File: config.mk
export PLATFORM = sky130hd
export DESIGN_NAME = heap_kway_merge
export DESIGN_NICKNAME = d
export VERILOG_FILES = /design/src/rtl/hkm_pkg.sv /design/src/rtl/heap_kway_merge.sv /design/src/rtl/hkm_ram.sv /design/src/rtl/hkm_dp.sv /design/src/rtl/hkm_ctrl.sv
export SDC_FILE = /design/constraint.sdc
export NUM_CORES = 1
export LEC_CHECK = 0
export BUFFER_PORTS_ARGS = -buffer_cell sky130_fd_sc_hd__buf_2
export CORE_ASPECT_RATIO = 1.2
export CORE_MARGIN = 1.5
export CORE_UTILIZATION = 55
export CTS_CLUSTER_DIAMETER = 40
export CTS_CLUSTER_SIZE = 20
export DETAILED_ROUTE_END_ITERATION = 10
export PLACE_DENSITY = 0.71
export SETUP_SLACK_MARGIN = 0.4
export SYNTH_ARGS = -nofsm -noshare
export SYNTH_HDL_FRONTEND = slang
export SYNTH_SLANG_ARGS = --single-unit
export TNS_END_PERCENT = 30
File: constraint.sdc
create_clock -name clk -period 11.2 [get_ports clk]
set_input_delay 1.68 -clock clk [delete_from_list [all_inputs] [get_ports clk]]
set_output_delay 1.68 -clock clk [all_outputs]
set_load 0.01 [all_outputs]
File: src/rtl/hkm_pkg.sv
// ---------------------------------------------------------------------------
// hkm_pkg: shared types and constants for the heap k-way merge engine
// Heap entry layout, controller/datapath command and status bundles, and
// the heap ordering function.
// ---------------------------------------------------------------------------
package hkm_pkg;

  localparam int MAX_RUNS   = 16;
  localparam int VALUE_BITS = 32;
  localparam int IDX_W      = $clog2(MAX_RUNS);
  localparam int CNT_W      = $clog2(MAX_RUNS + 1);
  localparam int RUN_W      = 4;
  localparam int VALUE_W    = 32;
  localparam int CFG_W      = 5;
  localparam logic [CFG_W-1:0] RUNS_RESET = CFG_W'(16);

  typedef struct packed {
    logic                         live;
    logic [RUN_W-1:0]             run;
    logic signed [VALUE_BITS-1:0] value;
  } entry_t;

  localparam int ENTRY_W = $bits(entry_t);

  typedef struct packed {
    logic load;       // append the input head at the fill position
    logic merge;      // replace the root with the next value of the emitted run
    logic bld_init;   // start the bottom-up build
    logic bld_rd;     // read the entry at the build index
    logic bld_ld;     // take that entry as the element to sift
    logic put_cur;    // sifting element settles at the current position
    logic put_kid;    // smaller child moves up, sift continues below
    logic bi_dec;     // step the build index down
    logic emit;       // capture the result
  } hkm_cmd_t;

  typedef struct packed {
    logic merging;
    logic load_more;
    logic cnt_zero;
    logic lc_in;
    logic move;
    logic bi_zero;
  } hkm_sts_t;

  // Live entries order before ended ones; live entries compare signed.
  function automatic logic entry_less(entry_t a, entry_t b);
    logic r;
    if (a.live && !b.live) begin
      r = 1'b1;
    end else if (!a.live) begin
      r = 1'b0;
    end else begin
      r = (a.value < b.value);
    end
    return r;
  endfunction

endpackage

File: src/rtl/heap_kway_merge.sv
// ---------------------------------------------------------------------------
// heap_kway_merge: k-way merge engine on a binary min-heap
// Loads one head per run, builds the heap bottom-up, then replaces and
// sifts the root once per incoming value and returns the running minimum.
// ---------------------------------------------------------------------------
//
//  channel  | handshake                | payload
//  ---------+--------------------------+----------------------------------
//  item     | item_valid / item_stall  | value, run_ends
//  result   | res_valid / res_stall    | min_value, source_run, done_res
//  config   | cfg_valid / cfg_ready    | num_runs
//
// A loading item that does not finish the load is written straight into the
// heap. A merging item is accepted, then its element moves down one level at
// a time, each level read from the two-read-port heap RAM and compared; the
// element is then settled and its result handed off. The final load adds
// the bottom-up build, up to about 8 sift-downs.
// Reset (rst, synchronous) returns to the loading phase with num_runs at 16.
// A stalled result is held in its register; the next item is still taken
// and its result waits until the register frees.
module heap_kway_merge (
  input  logic                               clk,
  input  logic                               rst,
  input  logic                               item_valid,
  output logic                               item_stall,
  input  logic signed [hkm_pkg::VALUE_W-1:0] value,
  input  logic                               run_ends,
  output logic                               res_valid,
  input  logic                               res_stall,
  output logic signed [hkm_pkg::VALUE_W-1:0] min_value,
  output logic [hkm_pkg::RUN_W-1:0]          source_run,
  output logic                               done_res,
  input  logic                               cfg_valid,
  output logic                               cfg_ready,
  input  logic [hkm_pkg::CFG_W-1:0]          num_runs
);
  import hkm_pkg::*;

  logic [CFG_W-1:0] runs_cfg;
  hkm_cmd_t         cmd;
  hkm_sts_t         sts;

  assign cfg_ready = 1'b1;

  always_ff @(posedge clk) begin
    if (rst) begin
      runs_cfg <= RUNS_RESET;
    end else if (cfg_valid && cfg_ready) begin
      runs_cfg <= num_runs;
    end
  end

  hkm_ctrl u_ctrl (
    .clk        (clk),
    .rst        (rst),
    .item_valid (item_valid),
    .item_stall (item_stall),
    .run_ends   (run_ends),
    .res_valid  (res_valid),
    .res_stall  (res_stall),
    .cmd        (cmd),
    .sts        (sts)
  );

  hkm_dp u_dp (
    .clk        (clk),
    .rst        (rst),
    .cmd        (cmd),
    .sts        (sts),
    .runs_cfg   (runs_cfg),
    .value      (value),
    .run_ends   (run_ends),
    .min_value  (min_value),
    .source_run (source_run),
    .done_res   (done_res)
  );

endmodule

File: src/rtl/hkm_ram.sv
// ---------------------------------------------------------------------------
// hkm_ram: generic RAM, one write port and two registered read ports
// ---------------------------------------------------------------------------
module hkm_ram #(
  parameter int WIDTH = 8,
  parameter int DEPTH = 16
) (
  input  logic                     clk,
  input  logic                     we,
  input  logic [$clog2(DEPTH)-1:0] waddr,
  input  logic [WIDTH-1:0]         wdata,
  input  logic [$clog2(DEPTH)-1:0] raddr_a,
  input  logic [$clog2(DEPTH)-1:0] raddr_b,
  output logic [WIDTH-1:0]         rdata_a,
  output logic [WIDTH-1:0]         rdata_b
);

  logic [WIDTH-1:0] mem [DEPTH];

  always_ff @(posedge clk) begin
    if (we) begin
      mem[waddr] <= wdata;
    end
    rdata_a <= mem[raddr_a];
    rdata_b <= mem[raddr_b];
  end

endmodule

File: src/rtl/hkm_dp.sv
// ---------------------------------------------------------------------------
// hkm_dp: heap datapath
// Heap storage, fill and exhausted counters, sift position, build index,
// child compare and the result register.
// ---------------------------------------------------------------------------
module hkm_dp (
  input  logic                         clk,
  input  logic                         rst,
  input  hkm_pkg::hkm_cmd_t            cmd,
  output hkm_pkg::hkm_sts_t            sts,
  input  logic [hkm_pkg::CFG_W-1:0]    runs_cfg,
  input  logic signed [hkm_pkg::VALUE_W-1:0] value,
  input  logic                         run_ends,
  output logic signed [hkm_pkg::VALUE_W-1:0] min_value,
  output logic [hkm_pkg::RUN_W-1:0]    source_run,
  output logic                         done_res
);
  import hkm_pkg::*;

  logic [CNT_W-1:0] count;
  logic [CNT_W-1:0] exhausted;
  logic             merging;
  logic [IDX_W-1:0] pos;
  logic [IDX_W-1:0] bi;
  entry_t           cur;
  entry_t           root;

  logic [IDX_W:0]   lc;
  logic [IDX_W+1:0] rc;
  logic             rc_in;
  logic [CNT_W:0]   cnt_inc;
  logic [CNT_W-1:0] cnt_dec;
  entry_t           kid_a;
  entry_t           kid_b;
  entry_t           best_l;
  logic             take_l;
  logic             take_r;
  entry_t           best;
  logic [IDX_W-1:0] best_idx;
  logic             all_ended;

  logic               we;
  logic [IDX_W-1:0]   waddr;
  entry_t             wdata;
  logic [IDX_W-1:0]   raddr_a;
  logic [ENTRY_W-1:0] rdata_a;
  logic [ENTRY_W-1:0] rdata_b;
  entry_t             in_entry;
  entry_t             new_root;

  assign lc      = {pos, 1'b1};
  assign rc      = {1'b0, pos, 1'b0} + (IDX_W+2)'(2);
  assign rc_in   = ((IDX_W+2)'(rc) < (IDX_W+2)'(count));
  assign cnt_inc = {1'b0, count} + (CNT_W+1)'(1);
  assign cnt_dec = count - CNT_W'(1);

  assign kid_a  = entry_t'(rdata_a);
  assign kid_b  = entry_t'(rdata_b);
  assign take_l = sts.lc_in && entry_less(kid_a, cur);
  assign best_l = take_l ? kid_a : cur;
  assign take_r = rc_in && entry_less(kid_b, best_l);
  assign best     = take_r ? kid_b : kid_a;
  assign best_idx = take_r ? rc[IDX_W-1:0] : lc[IDX_W-1:0];

  assign all_ended = (exhausted >= count);

  // The effective run count is num_runs clamped to 1..MAX_RUNS; a zero
  // setting fails the first compare, which is the same as a count of one.
  assign sts.merging   = merging;
  assign sts.load_more = (32'(cnt_inc) < 32'(runs_cfg)) && (32'(cnt_inc) < 32'(MAX_RUNS));
  assign sts.cnt_zero  = (count == '0);
  assign sts.lc_in     = ((IDX_W+1)'(lc) < (IDX_W+1)'(count));
  assign sts.move      = take_l || take_r;
  assign sts.bi_zero   = (bi == '0);

  assign in_entry.live  = 1'b1;
  assign in_entry.run   = RUN_W'(count);
  assign in_entry.value = VALUE_BITS'(value);

  assign new_root.live  = !run_ends;
  assign new_root.run   = root.run;
  assign new_root.value = run_ends ? '0 : VALUE_BITS'(value);

  always_comb begin
    we    = 1'b0;
    waddr = pos;
    wdata = cur;
    if (cmd.load) begin
      we    = 1'b1;
      waddr = IDX_W'(count);
      wdata = in_entry;
    end else if (cmd.put_kid) begin
      we    = 1'b1;
      wdata = best;
    end else if (cmd.put_cur) begin
      we    = 1'b1;
    end
  end

  assign raddr_a = cmd.bld_rd ? bi : lc[IDX_W-1:0];

  hkm_ram #(
    .WIDTH (ENTRY_W),
    .DEPTH (MAX_RUNS)
  ) u_heap (
    .clk     (clk),
    .we      (we),
    .waddr   (waddr),
    .wdata   (wdata),
    .raddr_a (raddr_a),
    .raddr_b (rc[IDX_W-1:0]),
    .rdata_a (rdata_a),
    .rdata_b (rdata_b)
  );

  always_ff @(posedge clk) begin
    if (rst) begin
      count     <= '0;
      exhausted <= '0;
      merging   <= 1'b0;
    end else begin
      if (cmd.load) begin
        count <= CNT_W'(cnt_inc);
      end
      if (cmd.merge && run_ends) begin
        exhausted <= exhausted + CNT_W'(1);
      end
      if (cmd.bld_init) begin
        exhausted <= '0;
        merging   <= 1'b1;
      end
      // A done result ends the merge and rearms loading.
      if (cmd.emit && all_ended) begin
        count     <= '0;
        exhausted <= '0;
        merging   <= 1'b0;
      end
    end
  end

  always_ff @(posedge clk) begin
    if (cmd.merge) begin
      cur <= new_root;
      pos <= '0;
      bi  <= '0;
    end
    if (cmd.bld_init) begin
      bi <= IDX_W'(cnt_dec >> 1);
    end
    if (cmd.bld_ld) begin
      cur <= kid_a;
      pos <= bi;
    end
    if (cmd.bi_dec) begin
      bi <= bi - IDX_W'(1);
    end
    if (cmd.put_kid) begin
      pos <= best_idx;
    end
    // Whatever lands at the top of the heap is the next minimum.
    if ((cmd.put_kid || cmd.put_cur) && (pos == '0)) begin
      root <= wdata;
    end
    if (cmd.emit) begin
      done_res   <= all_ended;
      min_value  <= all_ended ? '0 : VALUE_W'(root.value);
      source_run <= all_ended ? '0 : root.run;
    end
  end

endmodule

File: src/rtl/hkm_ctrl.sv
// ---------------------------------------------------------------------------
// hkm_ctrl: merge controller
// Sequences loading, heap build, sift-down and result hand-off.
// ---------------------------------------------------------------------------
module hkm_ctrl (
  input  logic              clk,
  input  logic              rst,
  input  logic              item_valid,
  output logic              item_stall,
  input  logic              run_ends,
  output logic              res_valid,
  input  logic              res_stall,
  output hkm_pkg::hkm_cmd_t cmd,
  input  hkm_pkg::hkm_sts_t sts
);
  import hkm_pkg::*;

  typedef enum logic [6:0] {
    ST_IDLE     = 7'b0000001,
    ST_BLD_INIT = 7'b0000010,
    ST_BLD_RD   = 7'b0000100,
    ST_BLD_LD   = 7'b0001000,
    ST_SIFT_RD  = 7'b0010000,
    ST_SIFT_CMP = 7'b0100000,
    ST_EMIT     = 7'b1000000
  } state_t;

  state_t state;
  state_t state_next;
  logic   accept;
  logic   out_free;

  assign item_stall = (state != ST_IDLE);
  assign accept     = item_valid && !item_stall;
  assign out_free   = !res_valid || !res_stall;

  always_comb begin
    state_next = state;
    cmd        = '0;
    case (state)
      ST_IDLE: begin
        if (accept) begin
          if (sts.merging) begin
            cmd.merge  = 1'b1;
            state_next = ST_SIFT_RD;
          end else if (!run_ends) begin
            cmd.load = 1'b1;
            if (!sts.load_more) begin
              state_next = ST_BLD_INIT;
            end
          end else if (sts.cnt_zero) begin
            state_next = ST_EMIT;
          end else begin
            state_next = ST_BLD_INIT;
          end
        end
      end
      ST_BLD_INIT: begin
        cmd.bld_init = 1'b1;
        state_next   = ST_BLD_RD;
      end
      ST_BLD_RD: begin
        cmd.bld_rd = 1'b1;
        state_next = ST_BLD_LD;
      end
      ST_BLD_LD: begin
        cmd.bld_ld = 1'b1;
        state_next = ST_SIFT_RD;
      end
      ST_SIFT_RD: begin
        if (sts.lc_in) begin
          state_next = ST_SIFT_CMP;
        end else begin
          cmd.put_cur = 1'b1;
          if (!sts.bi_zero) begin
            cmd.bi_dec = 1'b1;
            state_next = ST_BLD_RD;
          end else begin
            state_next = ST_EMIT;
          end
        end
      end
      ST_SIFT_CMP: begin
        if (sts.move) begin
          cmd.put_kid = 1'b1;
          state_next  = ST_SIFT_RD;
        end else begin
          cmd.put_cur = 1'b1;
          if (!sts.bi_zero) begin
            cmd.bi_dec = 1'b1;
            state_next = ST_BLD_RD;
          end else begin
            state_next = ST_EMIT;
          end
        end
      end
      ST_EMIT: begin
        if (out_free) begin
          cmd.emit   = 1'b1;
          state_next = ST_IDLE;
        end
      end
      default: begin
        state_next = ST_IDLE;
      end
    endcase
  end

  always_ff @(posedge clk) begin
    if (rst) begin
      state     <= ST_IDLE;
      res_valid <= 1'b0;
    end else begin
      state <= state_next;
      if (cmd.emit) begin
        res_valid <= 1'b1;
      end else if (!res_stall) begin
        res_valid <= 1'b0;
      end
    end
  end

endmodule

After elaboration in Yosys (flattened, before gate mapping) --
Memory sizes are Yosys's and may differ from the RTL's. A register that Yosys moved wholly into a read port is not among the register bits. Index checks and enable logic that the tools add are counted.
Word-level totals: word-level logic and storage cells 123, output and inout bits 40, register bits after elaboration 142, RAM bits 592, input port bits 43, memories 1
Cells by class: reduce and logical (&&, ||, !) cells 27, equality and inequality tests 12, $lt $le $gt $ge 7, muxes and demuxes 55, add/subtract/negate cells 5
Memory list:
- u_dp.u_heap.mem | depth 16, width 37, rd ports 2, clocked after Yosys merged registers in 2, wr ports 1, RTL line hkm_ram.sv:18 | logic [WIDTH-1:0] mem [DEPTH];
Operators with widths (count):
- $mux W37 | 6
- $lt A32 B32 Y1 | 2
- $mux W7 | 9
- $pmux W7 S7 | 1
- $mux W32 | 1
- $mux W4 | 8
- $mux W1 | 26
- $lt A6 B5 Y1 | 2
- $logic_and A1 B1 Y1 | 9
- $logic_not A4 Y1 | 2
- $eq A7 B1 Y1 const B | 1
- $eq A7 B2 Y1 const B | 1
- $eq A7 B3 Y1 const B | 1
- $eq A7 B4 Y1 const B | 1
- $eq A7 B5 Y1 const B | 1
- $eq A7 B6 Y1 const B | 1
- $eq A7 B7 Y1 const B | 1
- $ne A7 B1 Y1 const B | 1
- $add A5 B1 Y6 const B | 1
- $add A5 B2 Y6 const B | 1
- $logic_not A1 Y1 | 6
- $lt A6 B5 Y1 const B | 1
- $ne A2 B1 Y1 const B | 3
- $reduce_bool A3 Y1 | 2
- 14 further kinds | 18

Logic depth before layout (Yosys ltp) --
Gate-level depths: netlist of run 1.
word-level depth 17, depth in mapped cells 23, mapped depth without buffers 19

Modules after synthesis --
A second synthesis of run 1 with hierarchy kept.
Unflattened totals: cells, all modules 2239, area total of the unflattened synthesis 37408.4 um2
Modules (own cells, without submodules):
- hkm_ram | times used 1, sequential area each 19258.5 um2, area each 27998.1 um2, cells each 1311
- hkm_dp | times used 1, sequential area each 3763.6 um2, area each 8614.5 um2, cells each 842
- hkm_ctrl | times used 1, sequential area each 160.2 um2, area each 600.6 um2, cells each 68
- heap_kway_merge | times used 1, sequential area each 100.1 um2, area each 195.2 um2, cells each 18

Least setup slack after synthesis of run 1 --
No wires, ideal clock.
path kind register to register, from register u_dp.pos[0], to register u_dp.root, in the netlist u_dp.new_root[32] (enable), period minus slack after synthesis 6213 ps, stages on the path, launching flop included 11, library setup time 532 ps, path buffers 2, setup slack 4987 ps, arrival time 5681 ps, required time 10668 ps, cells stage by stage edfxtp_1 clkbuf_1 clkbuf_1 inv_1 ha_1 nor2b_1 o31a_1 nor2_1 nor2_1 nor2_1 nor4b_1
Between the ends: word-level cells in the longest chain between the ends 12, elaborated cells between the ends (all ways) 20, those cells by class add/sub (1); order compare (3); mux (8); reduce/logical (8)
Ends and longest elaborated chain:
- start: declaration | RTL line hkm_dp.sv:23 | logic [IDX_W-1:0] pos;
- start signal: assignment | RTL line hkm_dp.sv:152 | pos <= bi;
- start signal: assignment | RTL line hkm_dp.sv:158 | pos <= best_idx;
- $lt A5 B5 Y1 | RTL line hkm_dp.sv:72 | assign sts.lc_in = ((IDX_W+1)'(lc) < (IDX_W+1)'(count));
- $logic_and A1 B1 Y1 | RTL line hkm_dp.sv:59 | assign take_l = sts.lc_in && entry_less(kid_a, cur);
- $mux W37 | RTL line hkm_dp.sv:60 | assign best_l = take_l ? kid_a : cur;
- $lt A32 B32 Y1 / $logic_not A1 Y1 (equally long branches) | RTL line hkm_pkg.sv:54, hkm_pkg.sv:49
- $mux W1 / $logic_and A1 B1 Y1 (equally long branches) | RTL line hkm_pkg.sv:51, hkm_pkg.sv:49
- $mux W1 | RTL line hkm_pkg.sv:49 | if (a.live && !b.live) begin
- $logic_and A1 B1 Y1 | RTL line hkm_dp.sv:61 | assign take_r = rc_in && entry_less(kid_b, best_l);
- $logic_or A1 B1 Y1 | RTL line hkm_dp.sv:73 | assign sts.move = take_l || take_r;
- $mux W1 | RTL line hkm_ctrl.sv:84 | if (sts.move) begin
- $pmux W1 S2 / $mux W1 (equally long branches) | RTL line hkm_ctrl.sv:40 | case (state)
- $logic_or A1 B1 Y1 | RTL line hkm_dp.sv:161 | if ((cmd.put_kid || cmd.put_cur) && (pos == '0)) begin
- $logic_and A1 B1 Y1 * | RTL line hkm_dp.sv:161
- end signal: assignment | RTL line hkm_dp.sv:162 | root <= wdata;
- end: declaration | RTL line hkm_dp.sv:26 | entry_t root;
Every way passes the cells marked *; elsewhere a longest branch is shown, timed or not. A chain may end at the register's enable or synchronous reset.

Worst setup path after layout of run 1 --
from register u_dp.cur[27] (netlist bit), to memory u_dp.u_heap.mem[12][32] (netlist bit), data pin
Between the ends: word-level cells in the longest chain between the ends 14, elaborated cells between the ends (all ways) 17, those cells by class order compare (2); mux (10); reduce/logical (5)
Ends and longest elaborated chain:
- start: declaration | RTL line hkm_dp.sv:25 | entry_t cur;
- start signal: assignment | RTL line hkm_dp.sv:143 | cur <= new_root;
- start signal: assignment | RTL line hkm_dp.sv:151 | cur <= kid_a;
- $lt A32 B32 Y1 | RTL line hkm_pkg.sv:54 | r = (a.value < b.value);
- $mux W1 | RTL line hkm_pkg.sv:51 | end else if (!a.live) begin
- $mux W1 | RTL line hkm_pkg.sv:49
- $logic_and A1 B1 Y1 | RTL line hkm_dp.sv:59
- $mux W37 | RTL line hkm_dp.sv:60
- $lt A32 B32 Y1 / $logic_not A1 Y1 (equally long branches) | RTL line hkm_pkg.sv:54, hkm_pkg.sv:49
- $mux W1 / $logic_and A1 B1 Y1 (equally long branches) | RTL line hkm_pkg.sv:51, hkm_pkg.sv:49
- $mux W1 | RTL line hkm_pkg.sv:49
- $logic_and A1 B1 Y1 | RTL line hkm_dp.sv:61
- $logic_or A1 B1 Y1 | RTL line hkm_dp.sv:73
- $mux W1 | RTL line hkm_ctrl.sv:84
- $mux W1 | RTL line hkm_ctrl.sv:40
- $mux W37 * | RTL line hkm_dp.sv:92 | end else if (cmd.put_kid) begin
- $mux W37 * | RTL line hkm_dp.sv:88 | if (cmd.load) begin
- net u_dp.u_heap.wdata[32] | RTL line hkm_ram.sv:11 | input logic [WIDTH-1:0] wdata,
- end: declaration | RTL line hkm_ram.sv:18
The timed path passes the listed nets; every way through them passes the cells marked *.

==> flow_metrics.tcl, run 1 <==
set metrics [dict create \
    synth.distinct_cells 74 \
    grtUsageTotal_pct 29.0 \
    tns_ps 0 \
    cp.required_ps 11500 \
    vias 24215 \
    fmax_ghz 0.127 \
    num_io_pins 83 \
    n_antenna_cell 0 \
    finalWorstSetupSlack_ps 3320 \
    synth_cells 2746 \
    grt_max_degree 183 \
    grt.overflow.total 0 \
    powerDensity_nw_per_um2 185 \
    antenna_found_initial 0 \
    drt-vias-per-instance 6.55 \
    outcome "finished, final reports clean" \
    ant_nets 0 \
    clk_path_buf_depth 3 \
    start_kind "register" \
    drt_pass1_iterations 5 \
    cts_resized 0 \
    use_met3_pct 4.21 \
    yosys_register_bits 808 \
    path_depth 19 \
    cts_buffers 95 \
    synthFlopType "edfxtp_1" \
    p_leak_nw 14.3 \
    mostFrequentLayoutCell "edfxtp_1" \
    grtUsageMet2_pct 46.4 \
    ir_drop_mv 0.107 \
    grt_pass1_wl_um 146000 \
    gp_congestion 0.873 \
    arrival_ps 8180 \
    dpl.hpwl_um 53300 \
    rows 103 \
    crit_path_max_incr_delay_ps 790 \
    worst_hold_slack_ps 507 \
    die_w_um 238 \
    slowest_stage "a221oi_2" \
    reg2reg_depth 19 \
    drive_gt1_share_pct 16.0 \
    hold_depth 2 \
    numPortBuffers 81 \
    synthArstFlopShare_pct 0 \
    min_path_type "reg -> reg" \
    syn_to_final_growth_pct 12.4 \
    wl_per_cell_um 26.6 \
    cts-hold-fix-buffers 0 \
    pre_cts_ws_ps 3440 \
    maxCapViolCount 0 \
    start_util_pct 55.6 \
    final_cell_mix "edfxtp_1 (710), nand2_1 (368), and2_1 (187)" \
    critical_path.top_delay_family "compound AO/OA/AOI/OAI gates" \
    finalMaxSlewViolations 0 \
    fillers 4855 \
    clkSinkCount 808 \
    place_area_um2 37700 \
    dieArea_um2 68000 \
    fin_worst_skew_ps 34.4 \
    end_kind "register" \
    synthTopCellsByArea "edfxtp_1 (58%), dfxtp_1 (5.4%), mux4_2 (4.6%)" \
    critPathKind "reg -> reg" \
    fin_crit_sh_pct 70.3 \
    nets 2901 \
    routed_wl_um 98400 \
    drc 0 \
    worstPathMaxFanout 46 \
    crit_buf_inv 3 \
    drt_iter0_drc 2837 \
    synth_seq_area_share_pct 63.7 \
    top_usage_layer "met2" \
    hold_violations 0 \
    clk_latency_ps 660 \
    worst_slew_pin_slew_ps 1220 \
    postCtsSetupRepairBufs 0 \
    grt_pass1_vias 23546 \
    synth.net_count 2874 \
    synth_top_cell_by_area "edfxtp_1" \
    synth_area_um2 36500 \
    h-tree-depth 3 \
    cts_tree "yes" \
    clk_pin_slew_ps 70 \
    path_cells "inv_1 > ha_1 > nand4_1 > or4_1 > a311o_1 > a211o_1 > nand4_4 > buf_4 > mux2i_1 > ha_1 > and3_1 > nand4_1 > a211oi_1 > o2111ai_1 > a311o_2 > o21ai_4 > buf_4 > a221oi_2 > a221oi_2" \
    synth.avg_cell_area_um2 13.3 \
    cts-root-buf "clkbuf_16" \
    synthDominantCellAreaShare_pct 58.3 \
    setup_viol_count_final 0 \
    die_h_um 285 \
    fin_area_um2 41100 \
    synth_edf_count 710 \
    grt_setup_unrepaired "false" \
    slew_headroom_pct 18.6 \
    yosys_warnings 0 \
    grt_use_met1_pct 40.7 \
    core_area_um2 65700 \
    fin_crit_ps 7880 \
]
==> path summary, 6_finish.rpt <==
path | slack [ps] | endpoint | from
max | 3320 | u_dp.u_heap.mem[12][32] | u_dp.cur[27]
min | 510 | runs_cfg[1] | runs_cfg[1]
max reg2reg | 3320 | u_dp.u_heap.mem[12][32] | u_dp.cur[27]
min reg2reg | 510 | runs_cfg[1] | runs_cfg[1]
==> layout make-up <==
class	instances	area [um2]	area share (%)
tap	840	1050	2.56
clock inverter	78	897	2.18
clock buffer	101	2440	5.94
multi-input combinational	1684	12400	30.3
inverter	60	225	0.548
sequential	808	23300	56.7
timing repair buffer	124	741	1.80
==> Yosys cell counts, drive strengths merged, types with 9 or more instances <==
cell	number
a211oi	186
a21o	9
a21oi	108
a311oi	75
a31oi	81
and2	187
buf	60
clkbuf	134
dfxtp	98
edfxtp	710
ha	85
inv	60
mux2	42
mux2i	74
mux4	74
nand2	368
nand2b	39
nand3	17
nand4	12
nor2	86
nor3	47
o21ai	51
o221a	34
xnor2	14
==> logic make-up after synthesis <==
kind of cell | synth area share (%)
adders and majority gates | 2.91
muxes | 7.88
xor gates and xnor gates | 0.455
other | 0.0103
AOI/OAI and AO/OA | 11.6
buffers and inverters | 2.91
DFF | 63.7
and+or+nand+nor | 10.5
==> per-stage QoR <==
stage	power (W)	utilization [%]	cells
after detailed placement	0.00442	57.4	3516
after global placement	0.00440	57.4	3516
after global routing	0.00780	62.5	3695
final	0.00759	62.5	3695
after floorplan	0.00413	-	2746
after CTS	0.00760	62.5	3695
==> worst reg2reg max path, stage by stage, from the launching register on <==
cell and delay, ps:
edfxtp_1 380, inv_1 60, ha_1 310, nand4_1 180, or4_1 660, a311o_1 380
a211o_1 390, nand4_4 440, buf_4 660, mux2i_1 230, ha_1 310, and3_1 200
nand4_1 150, a211oi_1 540, o2111ai_1 200, a311o_2 420, o21ai_4 310, buf_4 720
a221oi_2 170, a221oi_2 790
==> metal layers <==
layer / vias to the layer above / wire, um
li1: 10629 / -
met1: 12070 / 39700
met2: 1300 / 46500
met3: 216 / 8830
met4: 0 / 3280
met5: - / 0
==> power breakdown <==
group / internal [W] / switching, W / total (W)
Combinational: 0.000234 / 0.000529 / 0.000762
Sequential: 0.00354 / 0.0000739 / 0.00361
Clock: 0.00184 / 0.00138 / 0.00322
Total: 0.00561 / 0.00198 / 0.00759
==> registers in the layout (all words and copies together), names as in the netlist, 4 cells and up <==
signal	flops
u_dp.source_run	4
u_dp.bi	4
u_dp.root	32
u_dp.u_heap.mem	592
u_dp.cur	37
u_ctrl.state	7
u_dp.min_value	32
runs_cfg	5
u_dp.u_heap.rdata_a	37
u_dp.pos	4
u_dp.exhausted	5
u_dp.count	5
u_dp.u_heap.rdata_b	37
u_dp.new_root	4
(Power assumes the default switching activity.)
==> inputs of run 2 (changes only) <==
PLACE_DENSITY = 0.74   (was 0.71)
clock period = 7.2 ns   (was 11.2 ns; I/O delays follow)
==> flow_metrics.tcl, run 2 (synthesis gave the netlist of run 1 again) <==
set metrics [dict create \
    slowest_stage "or4_1" \
    p_sw_w 0.00312 \
    clk_latency_ps 670 \
    p_int_w 0.00849 \
    seq_power_share_pct 48.4 \
    min_path_type "reg -> reg" \
    switching_share_pct 26.9 \
    total_power_w 0.0116 \
    grt_pass1_wl_um 149000 \
    clkSinkCount 808 \
    gp_congestion 0.860 \
    cp.required_ps 7570 \
    clkPwrFrac_pct 41.0 \
    routed_wl_um 100000 \
    regMostFlops "u_dp.u_heap.mem" \
    drc 0 \
    final_cell_mix "edfxtp_1 (710), nand2_1 (368), and2_1 (187)" \
    worst_slew_pin_slew_ps 1320 \
    drt-vias-per-instance 6.62 \
    fin_crit_sh_pct 93.1 \
    clk_path_buf_depth 3 \
    worst_hold_slack_ps 504 \
    reg2reg_depth 20 \
    h-tree-depth 3 \
    grt.overflow.total 0 \
    n_antenna_cell 0 \
    outcome "finished, final reports clean" \
    end_kind "register" \
    ir_drop_mv 0.184 \
    dieArea_um2 68000 \
    crit_buf_inv 3 \
    start_util_pct 55.6 \
    grt_pass1_vias 24130 \
    dpl.hpwl_um 56000 \
    die_w_um 238 \
    path_depth 20 \
    rows 103 \
    wl_per_cell_um 27.0 \
    drive_gt1_share_pct 17.0 \
    p_comb_share_pct 10.7 \
    fin_worst_skew_ps 37.0 \
    worstPathMaxFanout 30 \
    clk_pin_slew_ps 80 \
    vias 24539 \
    multi_input_area_um2 12500 \
    cts_buffers 89 \
    hold_violations 0 \
    maxCapViolCount 0 \
    cts-hold-fix-buffers 0 \
    finalMaxSlewViolations 0 \
    grt_max_degree 218 \
    ant_nets 0 \
    arrival_ps 7070 \
    critical_path.top_delay_family "simple AND/OR/NAND/NOR gates" \
    mostFrequentLayoutCell "edfxtp_1" \
    slew_headroom_pct 12.0 \
    path_cells "inv_1 > ha_1 > nand4_1 > or4_1 > nand2b_1 > and3_4 > nand3_1 > nand4_4 > buf_12 > mux2i_1 > ha_1 > and3_1 > nand4_1 > a211oi_1 > o2111ai_1 > a311o_2 > o21ai_4 > buf_12 > mux2i_1 > o221a_1" \
    fillers 4759 \
    fin_crit_ps 6700 \
    fmax_ghz 0.149 \
    core_area_um2 65700 \
    antenna_found_initial 0 \
    regArea_um2 23300 \
    nets 2917 \
    crit_path_max_incr_delay_ps 640 \
    drt_pass1_iterations 8 \
    num_io_pins 83 \
    critPathKind "reg -> reg" \
    setup_viol_count_final 0 \
    tns_ps 0 \
    start_kind "register" \
    cts_tree "yes" \
    syn_to_final_growth_pct 12.7 \
    largest_reg_flops 592 \
    drt_iter0_drc 3396 \
    grt_setup_unrepaired "true" \
    hold_depth 2 \
    cts-root-buf "clkbuf_16" \
    numPortBuffers 81 \
    powerDensity_nw_per_um2 282 \
    die_h_um 285 \
    grtUsageTotal_pct 29.5 \
    p_leak_nw 14.4 \
]
-- run 2: changes by cell type in the layout (fill, tap and decap cells not counted), sizes merged --
cell	delta
buf	+22
bufinv	-4
clkbuf	-6
clkinvlp	-2
inv	+1
-- run 2: repair_timing --
item | 4_1_cts | 5_1_grt
hold endpoints to repair | 0 | 0
resized for setup | 3 | 14
setup buffers | 0 | 3
pin swaps | 0 | 2
endpoints found under the setup margin | 385 | 628
-- run 2: worst reg2reg max path: cells and delay by family (launching register included) --
kind / cells / cell delay [ps]
buf+inv: 3 / 670
flops: 1 / 380
fa+ha+maj: 2 / 660
mux: 2 / 450
compound gates: 5 / 1980
simple gates: 8 / 2250
-- run 2: path summary, 6_finish.rpt --
check	from	to	slack, ps
setup / recovery	u_dp.cur[31]	u_dp.u_heap.mem[6][25]	500
hold / removal	runs_cfg[2]	runs_cfg[2]	500
setup reg to reg	u_dp.cur[31]	u_dp.u_heap.mem[6][25]	500
hold reg to reg	runs_cfg[2]	runs_cfg[2]	500
-- run 2: final cells by class --
class	count	share of cell area, %
timing repair buffer	146	2.44
tap	840	2.55
clock inverter	73	2.14
multi-input combinational	1684	30.3
clock buffer	95	5.51
sequential	808	56.5
inverter	60	0.547
-- run 2: power groups by stage --
stage          clock [W]  combinational (W)  sequential (W)
5_1_grt          0.00498            0.00133         0.00563
3_5_place_dp           0            0.00118         0.00571
3_3_place_gp           0            0.00115         0.00570
4_1_cts          0.00481            0.00119         0.00561
6_report         0.00476            0.00124         0.00562
2_1_floorplan          0           0.000758         0.00567
-- run 2: through the flow --
step | util (%) | cell area, um2 | cells | setup slack, ps
2_1_floorplan | - | 36500 | 2746 | 987
3_3_place_gp | 57.8 | 38000 | 3535 | 408
3_5_place_dp | 57.8 | 38000 | 3535 | 308
4_1_cts | 62.6 | 41100 | 3703 | 403
5_1_grt | 62.7 | 41200 | 3706 | 223
6_report | 62.7 | 41200 | 3706 | 500
-- run 2: metal layers --
layer | track usage [%] | part of all wire (%) | vias up
met5 | 0 | 0 | -
li1 | - | - | 10641
met3 | 5.25 | 10 | 268
met4 | 11.7 | 3.6 | 0
met1 | 40.4 | 39 | 12140
met2 | 47.1 | 47 | 1490
